<file path="src/design/assert_macros.svh">
// assertion macros used by the tokenizer top level
`ifndef ASSERT_MACROS_SVH
`define ASSERT_MACROS_SVH

// combinational invariant, checked at every rising clock edge outside reset
`define ASSERT_ALWAYS(lbl, clk, rst, expr, msg) \
  lbl: assert property (@(posedge clk) disable iff (rst) (expr)) else $error(msg);

// same-cycle implication
`define ASSERT_IMPLIES(lbl, clk, rst, ante, cons, msg) \
  lbl: assert property (@(posedge clk) disable iff (rst) (ante) |-> (cons)) else $error(msg);

`endif

</file>
<file path="src/design/cct_pkg.sv">
// shared types and constants of the character class tokenizer
package cct_pkg;

  localparam int LINE_BITS_DEFAULT = 16;
  localparam int OUT_LINE_BITS     = 16;
  localparam int CFG_DATA_BITS     = 64;
  localparam int CFG_INDEX_BITS    = 3;

  localparam logic [7:0] BACKSLASH = 8'h5C;
  localparam logic [7:0] NEWLINE   = 8'h0A;

  typedef enum logic [CFG_INDEX_BITS-1:0] {
    REG_QUOTE_CHARS     = 3'd0,
    REG_QUOTE_COUNT     = 3'd1,
    REG_SPACE_CHARS     = 3'd2,
    REG_SPACE_COUNT     = 3'd3,
    REG_SEPARATOR_CHARS = 3'd4,
    REG_SEPARATOR_COUNT = 3'd5,
    REG_PUNCT_CHARS     = 3'd6,
    REG_PUNCT_COUNT     = 3'd7
  } reg_idx_t;

  localparam logic [31:0] QUOTE_CHARS_RST     = 32'h0000_2722;
  localparam logic [2:0]  QUOTE_COUNT_RST     = 3'd2;
  localparam logic [31:0] SPACE_CHARS_RST     = 32'h0A0D_0920;
  localparam logic [2:0]  SPACE_COUNT_RST     = 3'd4;
  localparam logic [31:0] SEPARATOR_CHARS_RST = 32'h0000_003B;
  localparam logic [2:0]  SEPARATOR_COUNT_RST = 3'd1;
  localparam logic [63:0] PUNCT_CHARS_RST     = 64'h0000_0000_3D2C_2928;
  localparam logic [3:0]  PUNCT_COUNT_RST     = 4'd4;

  typedef struct packed {
    logic [31:0] quote_chars;
    logic [2:0]  quote_count;
    logic [31:0] space_chars;
    logic [2:0]  space_count;
    logic [31:0] separator_chars;
    logic [2:0]  separator_count;
    logic [63:0] punct_chars;
    logic [3:0]  punct_count;
  } cfg_t;

  typedef struct packed {
    logic is_quote;
    logic is_separator;
    logic is_space;
    logic is_punct;
  } cls_t;

endpackage

</file>
<file path="src/design/cct_classify.sv">
// set membership of one byte against the configured character classes
module cct_classify (
  input  logic [7:0]    ch,
  input  cct_pkg::cfg_t cfg,
  output cct_pkg::cls_t cls
);

  // a count above the slot number enables every slot
  always_comb begin
    cls = '0;
    for (int i = 0; i < 4; i++) begin
      if (4'(i) < {1'b0, cfg.quote_count} && cfg.quote_chars[8*i +: 8] == ch)
        cls.is_quote = 1'b1;
      if (4'(i) < {1'b0, cfg.separator_count} && cfg.separator_chars[8*i +: 8] == ch)
        cls.is_separator = 1'b1;
      if (4'(i) < {1'b0, cfg.space_count} && cfg.space_chars[8*i +: 8] == ch)
        cls.is_space = 1'b1;
    end
    for (int j = 0; j < 8; j++) begin
      if (4'(j) < cfg.punct_count && cfg.punct_chars[8*j +: 8] == ch)
        cls.is_punct = 1'b1;
    end
  end

endmodule

</file>
<file path="src/design/char_class_tokenizer.sv">
// character class tokenizer top level: input stage, classify and state update, result stage
// stages: input register, then result register; throughput: one word per cycle while
// out_stall is low; the tokenizer state updates as a word moves to the result register,
// so back-to-back words see the state left by the one before
// reset (rst, synchronous): both stages empty, tokenizer state cleared, line counters to 1,
// character class registers to their default sets
module char_class_tokenizer #(
  parameter int LINE_BITS = cct_pkg::LINE_BITS_DEFAULT
) (
  input  logic                               clk,
  input  logic                               rst,
  // configuration write port
  input  logic                               cfg_we,
  input  logic [cct_pkg::CFG_INDEX_BITS-1:0] cfg_index,
  input  logic [cct_pkg::CFG_DATA_BITS-1:0]  cfg_data,
  // input word channel
  input  logic                               in_valid,
  output logic                               in_stall,
  input  logic [7:0]                         ch,
  input  logic                               last,
  // result word channel
  output logic                               out_valid,
  input  logic                               out_stall,
  output logic [7:0]                         ch_out,
  output logic                               keep,
  output logic                               close_before,
  output logic                               close_after,
  output logic                               stmt_done,
  output logic [cct_pkg::OUT_LINE_BITS-1:0]  stmt_start_line,
  output logic [cct_pkg::OUT_LINE_BITS-1:0]  line_now
);

  `include "assert_macros.svh"

  localparam logic [LINE_BITS-1:0] LINE_MAX = '1;
  localparam logic [LINE_BITS-1:0] LINE_ONE = LINE_BITS'(1);

  // configuration registers
  cct_pkg::cfg_t cfg;

  always_ff @(posedge clk) begin
    if (rst) begin
      cfg.quote_chars     <= cct_pkg::QUOTE_CHARS_RST;
      cfg.quote_count     <= cct_pkg::QUOTE_COUNT_RST;
      cfg.space_chars     <= cct_pkg::SPACE_CHARS_RST;
      cfg.space_count     <= cct_pkg::SPACE_COUNT_RST;
      cfg.separator_chars <= cct_pkg::SEPARATOR_CHARS_RST;
      cfg.separator_count <= cct_pkg::SEPARATOR_COUNT_RST;
      cfg.punct_chars     <= cct_pkg::PUNCT_CHARS_RST;
      cfg.punct_count     <= cct_pkg::PUNCT_COUNT_RST;
    end else if (cfg_we) begin
      case (cfg_index)
        cct_pkg::REG_QUOTE_CHARS:     cfg.quote_chars     <= cfg_data[31:0];
        cct_pkg::REG_QUOTE_COUNT:     cfg.quote_count     <= cfg_data[2:0];
        cct_pkg::REG_SPACE_CHARS:     cfg.space_chars     <= cfg_data[31:0];
        cct_pkg::REG_SPACE_COUNT:     cfg.space_count     <= cfg_data[2:0];
        cct_pkg::REG_SEPARATOR_CHARS: cfg.separator_chars <= cfg_data[31:0];
        cct_pkg::REG_SEPARATOR_COUNT: cfg.separator_count <= cfg_data[2:0];
        cct_pkg::REG_PUNCT_CHARS:     cfg.punct_chars     <= cfg_data;
        cct_pkg::REG_PUNCT_COUNT:     cfg.punct_count     <= cfg_data[3:0];
        default: ;
      endcase
    end
  end

  // input stage
  logic       s1_valid;
  logic [7:0] s1_ch;
  logic       s1_last;
  logic       advance;   // input stage may hand its word to the result stage
  logic       fire;      // a word is processed this cycle

  assign advance  = !out_valid || !out_stall;
  assign fire     = s1_valid && advance;
  assign in_stall = s1_valid && !advance;

  // an empty input stage takes a word even while the result stage is held
  always_ff @(posedge clk) begin
    if (rst) begin
      s1_valid <= 1'b0;
    end else if (!in_stall) begin
      s1_valid <= in_valid;
    end
  end

  always_ff @(posedge clk) begin
    if (in_valid && !in_stall) begin
      s1_ch   <= ch;
      s1_last <= last;
    end
  end

  // tokenizer state
  logic                 in_quote;
  logic [7:0]           open_quote;
  logic [7:0]           prev_byte;
  logic                 token_open;
  logic                 stmt_has_tokens;
  logic [LINE_BITS-1:0] line_counter;
  logic [LINE_BITS-1:0] stmt_line;

  logic                 in_quote_next;
  logic [7:0]           open_quote_next;
  logic [7:0]           prev_byte_next;
  logic                 token_open_next;
  logic                 stmt_has_tokens_next;
  logic [LINE_BITS-1:0] line_counter_next;
  logic [LINE_BITS-1:0] stmt_line_next;

  cct_pkg::cls_t cls;

  cct_classify u_classify (
    .ch  (s1_ch),
    .cfg (cfg),
    .cls (cls)
  );

  // per-word decision
  logic                 r_keep;
  logic                 r_cb;
  logic                 r_ca;
  logic                 r_done;
  logic [LINE_BITS-1:0] r_start;
  logic [LINE_BITS-1:0] line_bumped;
  logic                 quote_hit;

  always_comb begin
    // newline counts before classification, saturating
    line_bumped = line_counter;
    if (s1_ch == cct_pkg::NEWLINE && line_counter != LINE_MAX)
      line_bumped = line_counter + LINE_ONE;

    // a quote right after a backslash is escaped
    quote_hit = cls.is_quote && (prev_byte != cct_pkg::BACKSLASH);

    in_quote_next        = in_quote;
    open_quote_next      = open_quote;
    token_open_next      = token_open;
    stmt_has_tokens_next = stmt_has_tokens;
    stmt_line_next       = stmt_line;
    line_counter_next    = line_bumped;
    prev_byte_next       = s1_ch;
    r_keep  = 1'b0;
    r_cb    = 1'b0;
    r_ca    = 1'b0;
    r_done  = 1'b0;
    r_start = stmt_line;

    if (quote_hit && in_quote && open_quote == s1_ch) begin
      // closing quote ends the string token
      in_quote_next        = 1'b0;
      r_keep               = 1'b1;
      r_ca                 = 1'b1;
      token_open_next      = 1'b0;
      stmt_has_tokens_next = 1'b1;
    end else if (quote_hit && !in_quote) begin
      // opening quote closes any pending plain token first
      if (token_open) begin
        r_cb                 = 1'b1;
        stmt_has_tokens_next = 1'b1;
      end
      in_quote_next   = 1'b1;
      open_quote_next = s1_ch;
      r_keep          = 1'b1;
      token_open_next = 1'b1;
    end else if (in_quote) begin
      // any other byte inside a string, including a different quote
      r_keep          = 1'b1;
      token_open_next = 1'b1;
    end else if (cls.is_separator) begin
      if (token_open) begin
        r_cb            = 1'b1;
        token_open_next = 1'b0;
      end
      if (token_open || stmt_has_tokens) begin
        r_done  = 1'b1;
        r_start = stmt_line;
      end
      stmt_has_tokens_next = 1'b0;
      // next statement starts here, even after an empty one
      stmt_line_next       = line_bumped;
    end else if (cls.is_space) begin
      if (token_open) begin
        r_cb                 = 1'b1;
        token_open_next      = 1'b0;
        stmt_has_tokens_next = 1'b1;
      end
    end else if (cls.is_punct) begin
      // delimiter is a token of its own
      r_cb                 = token_open;
      r_keep               = 1'b1;
      r_ca                 = 1'b1;
      token_open_next      = 1'b0;
      stmt_has_tokens_next = 1'b1;
    end else begin
      r_keep          = 1'b1;
      token_open_next = 1'b1;
    end

    // final byte flushes the token and the statement, then starts a new source
    if (s1_last) begin
      if (token_open_next) begin
        r_ca                 = 1'b1;
        stmt_has_tokens_next = 1'b1;
      end
      if (stmt_has_tokens_next) begin
        r_done  = 1'b1;
        r_start = stmt_line_next;
      end
      in_quote_next        = 1'b0;
      open_quote_next      = '0;
      prev_byte_next       = '0;
      token_open_next      = 1'b0;
      stmt_has_tokens_next = 1'b0;
      line_counter_next    = LINE_ONE;
      stmt_line_next       = LINE_ONE;
    end
  end

  always_ff @(posedge clk) begin
    if (rst) begin
      in_quote        <= 1'b0;
      open_quote      <= '0;
      prev_byte       <= '0;
      token_open      <= 1'b0;
      stmt_has_tokens <= 1'b0;
      line_counter    <= LINE_ONE;
      stmt_line       <= LINE_ONE;
    end else if (fire) begin
      in_quote        <= in_quote_next;
      open_quote      <= open_quote_next;
      prev_byte       <= prev_byte_next;
      token_open      <= token_open_next;
      stmt_has_tokens <= stmt_has_tokens_next;
      line_counter    <= line_counter_next;
      stmt_line       <= stmt_line_next;
    end
  end

  // result stage
  always_ff @(posedge clk) begin
    if (rst) begin
      out_valid <= 1'b0;
    end else if (advance) begin
      out_valid <= s1_valid;
    end
  end

  always_ff @(posedge clk) begin
    if (fire) begin
      ch_out          <= s1_ch;
      keep            <= r_keep;
      close_before    <= r_cb;
      close_after     <= r_ca;
      stmt_done       <= r_done;
      // line numbers reported in the low bits, zero-extended if narrower
      stmt_start_line <= cct_pkg::OUT_LINE_BITS'(r_start);
      line_now        <= cct_pkg::OUT_LINE_BITS'(line_bumped);
    end
  end

  // checks
  `ASSERT_ALWAYS(a_line_nonzero, clk, rst, line_counter != '0, "line counter reached zero")
  `ASSERT_IMPLIES(a_quote_token, clk, rst, in_quote, token_open, "open string without open token")
  `ASSERT_IMPLIES(a_close_kept, clk, rst, out_valid && close_after, keep, "close_after on a dropped byte")
  `ASSERT_IMPLIES(a_stall_full, clk, rst, in_stall, s1_valid, "input stalled with empty input stage")

endmodule

</file>
<file path="config.mk">
export PLATFORM = sky130hd
export DESIGN_NAME = char_class_tokenizer
export DESIGN_NICKNAME = d
export VERILOG_FILES = /design/src/design/cct_pkg.sv /design/src/design/cct_classify.sv /design/src/design/char_class_tokenizer.sv
export VERILOG_INCLUDE_DIRS = /design/src /design/src/design
export SDC_FILE = /design/constraint.sdc
export NUM_CORES = 1
export LEC_CHECK = 0
export BUFFER_PORTS_ARGS = -buffer_cell sky130_fd_sc_hd__buf_2
export CORE_MARGIN = 4
export CORE_UTILIZATION = 45
export CTS_BUF_LIST = sky130_fd_sc_hd__clkbuf_8
export DETAILED_ROUTE_END_ITERATION = 10
export HOLD_SLACK_MARGIN = 0.03
export PLACE_DENSITY_LB_ADDON = 0.1
export SYNTH_ARGS = -nofsm -noshare
export SYNTH_HDL_FRONTEND = slang
export SYNTH_SLANG_ARGS = --single-unit
</file>
<file path="constraint.sdc">
create_clock -name clk -period 3.3 [get_ports clk]
set_input_delay 0.165 -clock clk [delete_from_list [all_inputs] [get_ports clk]]
set_output_delay 0.165 -clock clk [all_outputs]
set_load 0.01 [all_outputs]
</file>
==> flow_summary.yaml <==
timing:
  max_slew_margin_pct: 34.58
  final-setup-viol-count: 0
  finalCritPeriodShare_pct: 93.77
  timing.fmax_mhz: 323.2
  timing_hold_violations_final: 0
  fin_setup_tns_ns: 0
  timing_worst_slew_pin_value_ns: 0.9793
  min_period_ns: 3.094
  report.final.slew_viol_count: 0
  timing.hold.ws_ns: 0.09673
  fin_skew_ns: 0.01775
  rsz0062_at_grt: "false"
floorplan:
  initial_utilization_pct: 45.66
  dieArea_um2: 30060
  core_region_area_um2: 26950
  die-height_um: 173.4
  count_of_standard_cell_rows: 60
  die_w_um: 173.4
  ios: 127
grt:
  busiest_layer: "met2"
  grt_util_met3_pct: 3.337
  grt_usage_pct: 22.50
  global_route.overflow_total: 0
  use_met1_pct: 29.47
  grt_pass1_vias: 9911
  grtUsageMet2_pct: 38.62
  grt_start_max_net_pins: 105
  antenna_found_initial: 0
  grt_first_pass_wirelength_um: 54990
final_layout:
  design.final.nets: 1662
  n_fill_cell: 2555
  area_growth_pct: 20.87
  drive_above_1_share_pct: 14.93
  seq_area_um2: 6116
  final_core_utilization_pct: 55.20
  area_of_combinational_cells_with_multiple_inputs_um2: 5655
  final_design_area_no_fill_um2: 14880
detailed_routing:
  vias_post_dr: 10097
  post_drt_via_cell_ratio: 5.162
  route.final.wire_length_um: 34540
  drt.antenna.violating_nets: 0
  detail_route.first_pass.iterations: 5
  drt-wirelength-per-cell_um: 17.66
  detail_route.drc_violations: 0
  first_iter_violations: 653
synthesis:
  netlist_instances: 1409
  synth_top_area_share_pct: 36.76
  yosys_register_bits: 279
  proportion_of_register_bits_with_asynchronous_set_or_reset_after_synthesis_pct: 0
  synth.area.top_cells: "dfxtp_1 (37%), edfxtp_1 (13%), nand2_1 (11%), xnor2_1 (8.3%), a21oi_1 (6.5%)"
  synth_mux_area_share_pct: 0.5693
  postSynthNetCount: 1491
  dominant_combinational_cell_family_by_area_after_synthesis: "simple AND/OR/NAND/NOR gates"
  synth_adder_area_share_pct: 0.1017
  yosys_most_used_dff: "dfxtp_1"
  synth_top_cell_by_area: "dfxtp_1"
  seq_area_frac_synth_pct: 49.69
  syn-mean-instance-area_um2: 8.734
  yosys.area_share.simple_pct: 21.37
  synth_warnings: 0
  synthXorXnorAreaFrac_pct: 13.02
  netlist_cell_types: 57
  syn-cell-area_um2: 12310
  synth_edf_count: 53
  synth_compound_area_share_pct: 10.64
worst_hold_path:
  hold_path.startpoint: "rst"
  worst_hold_path_class: "input pin to register"
clock_network:
  cts_tree: "built"
  root_buffer_cell: "clkbuf_8"
  cts-root-to-sink-buffers: 3
  htree_levels: 2
  clock_insertion_delay_worst_skew_ns: 0.57
  clock_sink_count: 279
  clkTransAtPathRegs_ns: 0.06
  numCtsBuffers: 47
critical_path:
  cp_endpoint_kind: "register"
  crit-reg2reg-launch: "s1_ch[7]$_DFFE_PP_"
  kind_of_cell_adding_the_most_delay_to_the_critical_path: "simple AND/OR/NAND/NOR gates"
  arrival_ns: 3.55
  critical_path.n_buffers_inverters: 2
  critical-path-max-stage-delay_ns: 0.63
  worstPathCellList: "buf_4 > xor2_1 > nor4_1 > nor4_1 > a41oi_1 > or3_1 > or3_1 > buf_4 > a2bb2oi_1"
  crit_path_max_fanout: 24
  worst_setup_path_start_kind: "register"
  crit_path_start: "s1_ch[7]$_DFFE_PP_"
  criticalPathCategory: "register to register"
  critical-path-slowest-cell: "nor4_1"
  worst_ep_required_time_ns: 3.76
placement:
  dpl-instance-area_um2: 13260
  hpwl_um: 22050
  place.port_buffers: 126
  gp_congestion: 0.8442
power:
  vdd_drop_max_mv: 0.2565
  total_leakage_power_uw: 0.005564
  power.density_nw_per_um2: 480.3
flow_run:
  max_cap_violations: 0
run_status:
  status: "finished clean"
power breakdown:
group	internal, uW	switching, uW
clock network	1480	1370
registers	3560	54.0
logic	290	390
layout make-up:
class | count | area share, %
diodes | 1 | 0.01682
clock buffers | 54 | 4.996
clock inverters | 29 | 0.8243
inverters | 25 | 0.6308
multi-input cells | 994 | 38.02
flip-flops and latches | 279 | 41.11
well taps | 341 | 2.868
repair buffers | 233 | 11.53
worst paths after layout:
check | to | depth (start not counted) | slack, ns
worst max register to register | stmt_line[0]$_SDFFE_PP1P_ | 9 | 0.21
worst min register to register | stmt_start_line[7]$_DFFE_PP_ | 0 | 0.43
worst max-delay path | stmt_line[0]$_SDFFE_PP1P_ | 9 | 0.21
worst min-delay path | cfg[0]$_SDFFE_PP0P_ | 2 | 0.1
synth_stat cells (3+ instances only):
cell type,instances
dfxtp_1,226
a21oi_1,159
buf_4,4
nand2_1,367
edfxtp_1,53
o21ai_2,10
nor2b_1,6
o21ai_0,20
a22o_1,8
buf_1,3
nand2b_1,4
xnor2_1,116
and3_1,3
nor3_1,17
or4_1,3
nand3b_1,40
nor2_1,52
nor4_1,16
a22oi_1,8
inv_1,25
mux2i_1,7
nand4_1,29
nand3_1,17
xor2_1,67
a211o_1,4
or3_1,6
clkbuf_1,82
buf_2,20
cells in the final DEF, fill, tap and decap left out, types with 29 or more instances in the layout:
cell and n:
dfxtp_1 226, xor2_1 67, xnor2_1 116, buf_2 125, a21oi_1 159, inv_1 42, clkbuf_8 54, edfxtp_1 53
nor2_1 50, dlygate4sd3_1 75, nand2_1 367, nand3b_1 40, nand4_1 29
per-layer routing:
metal  vias to the layer above  share of wire, %
met4                         0               2.8
met1                      4719                44
met2                       273                48
met5                         -                 0
li1                       5039                 -
met3                        66               5.1
per-stage QoR:
step	instances	worst slack, ns	power, uW
2_1_floorplan	1409	0.5539	4050
3_3_place_gp	1797	0.3125	4297
3_5_place_dp	1797	0.2695	4301
4_1_cts	1955	0.2775	7231
5_1_grt	1955	0.07303	7440
6_report	1956	0.2056	7144
worst reg2reg max path, stage by stage (launching register included):
cell and delay (ns):
edfxtp_1 0.35, buf_4 0.43, xor2_1 0.20, nor4_1 0.08, nor4_1 0.63, a41oi_1 0.21
or3_1 0.38, or3_1 0.34, buf_4 0.21, a2bb2oi_1 0.15
state kept, by name, indices dropped and copies added, names as in the netlist:
name / count
open_quote: 8
s1_ch: 8
cfg: 173
stmt_start_line: 16
token_open: 1
prev_byte: 8
stmt_line: 16
ch_out: 8
close_before: 1
close_after: 1
line_now: 16
line_counter: 16
s1_valid: 1
in_quote: 1
keep: 1
s1_last: 1
stmt_done: 1
out_valid: 1
stmt_has_tokens: 1
timing repair:
| item | in CTS | in global routing |
|---|---|---|
| gates resized for setup | 0 | 0 |
| hold buffers | 75 | 0 |
| buffers inserted | 0 | 0 |
| endpoints found under the hold margin | 178 | 0 |
cell families (layout without fill, tap and decap cells):
| logic type | count (synthesis) | after routing |
|---|---|---|
| adder cells (fa/ha/maj) | 1 | 1 |
| flip-flops | 279 | 279 |
| buffers and inverters | 136 | 341 |
| other | 0 | 1 |
| AO/OA/AOI/OAI | 228 | 228 |
| XOR/XNOR | 183 | 183 |
| multiplexers | 7 | 7 |
| AND/OR/NAND/NOR | 575 | 575 |
Note: power is estimated with default switching activity, not from simulation.
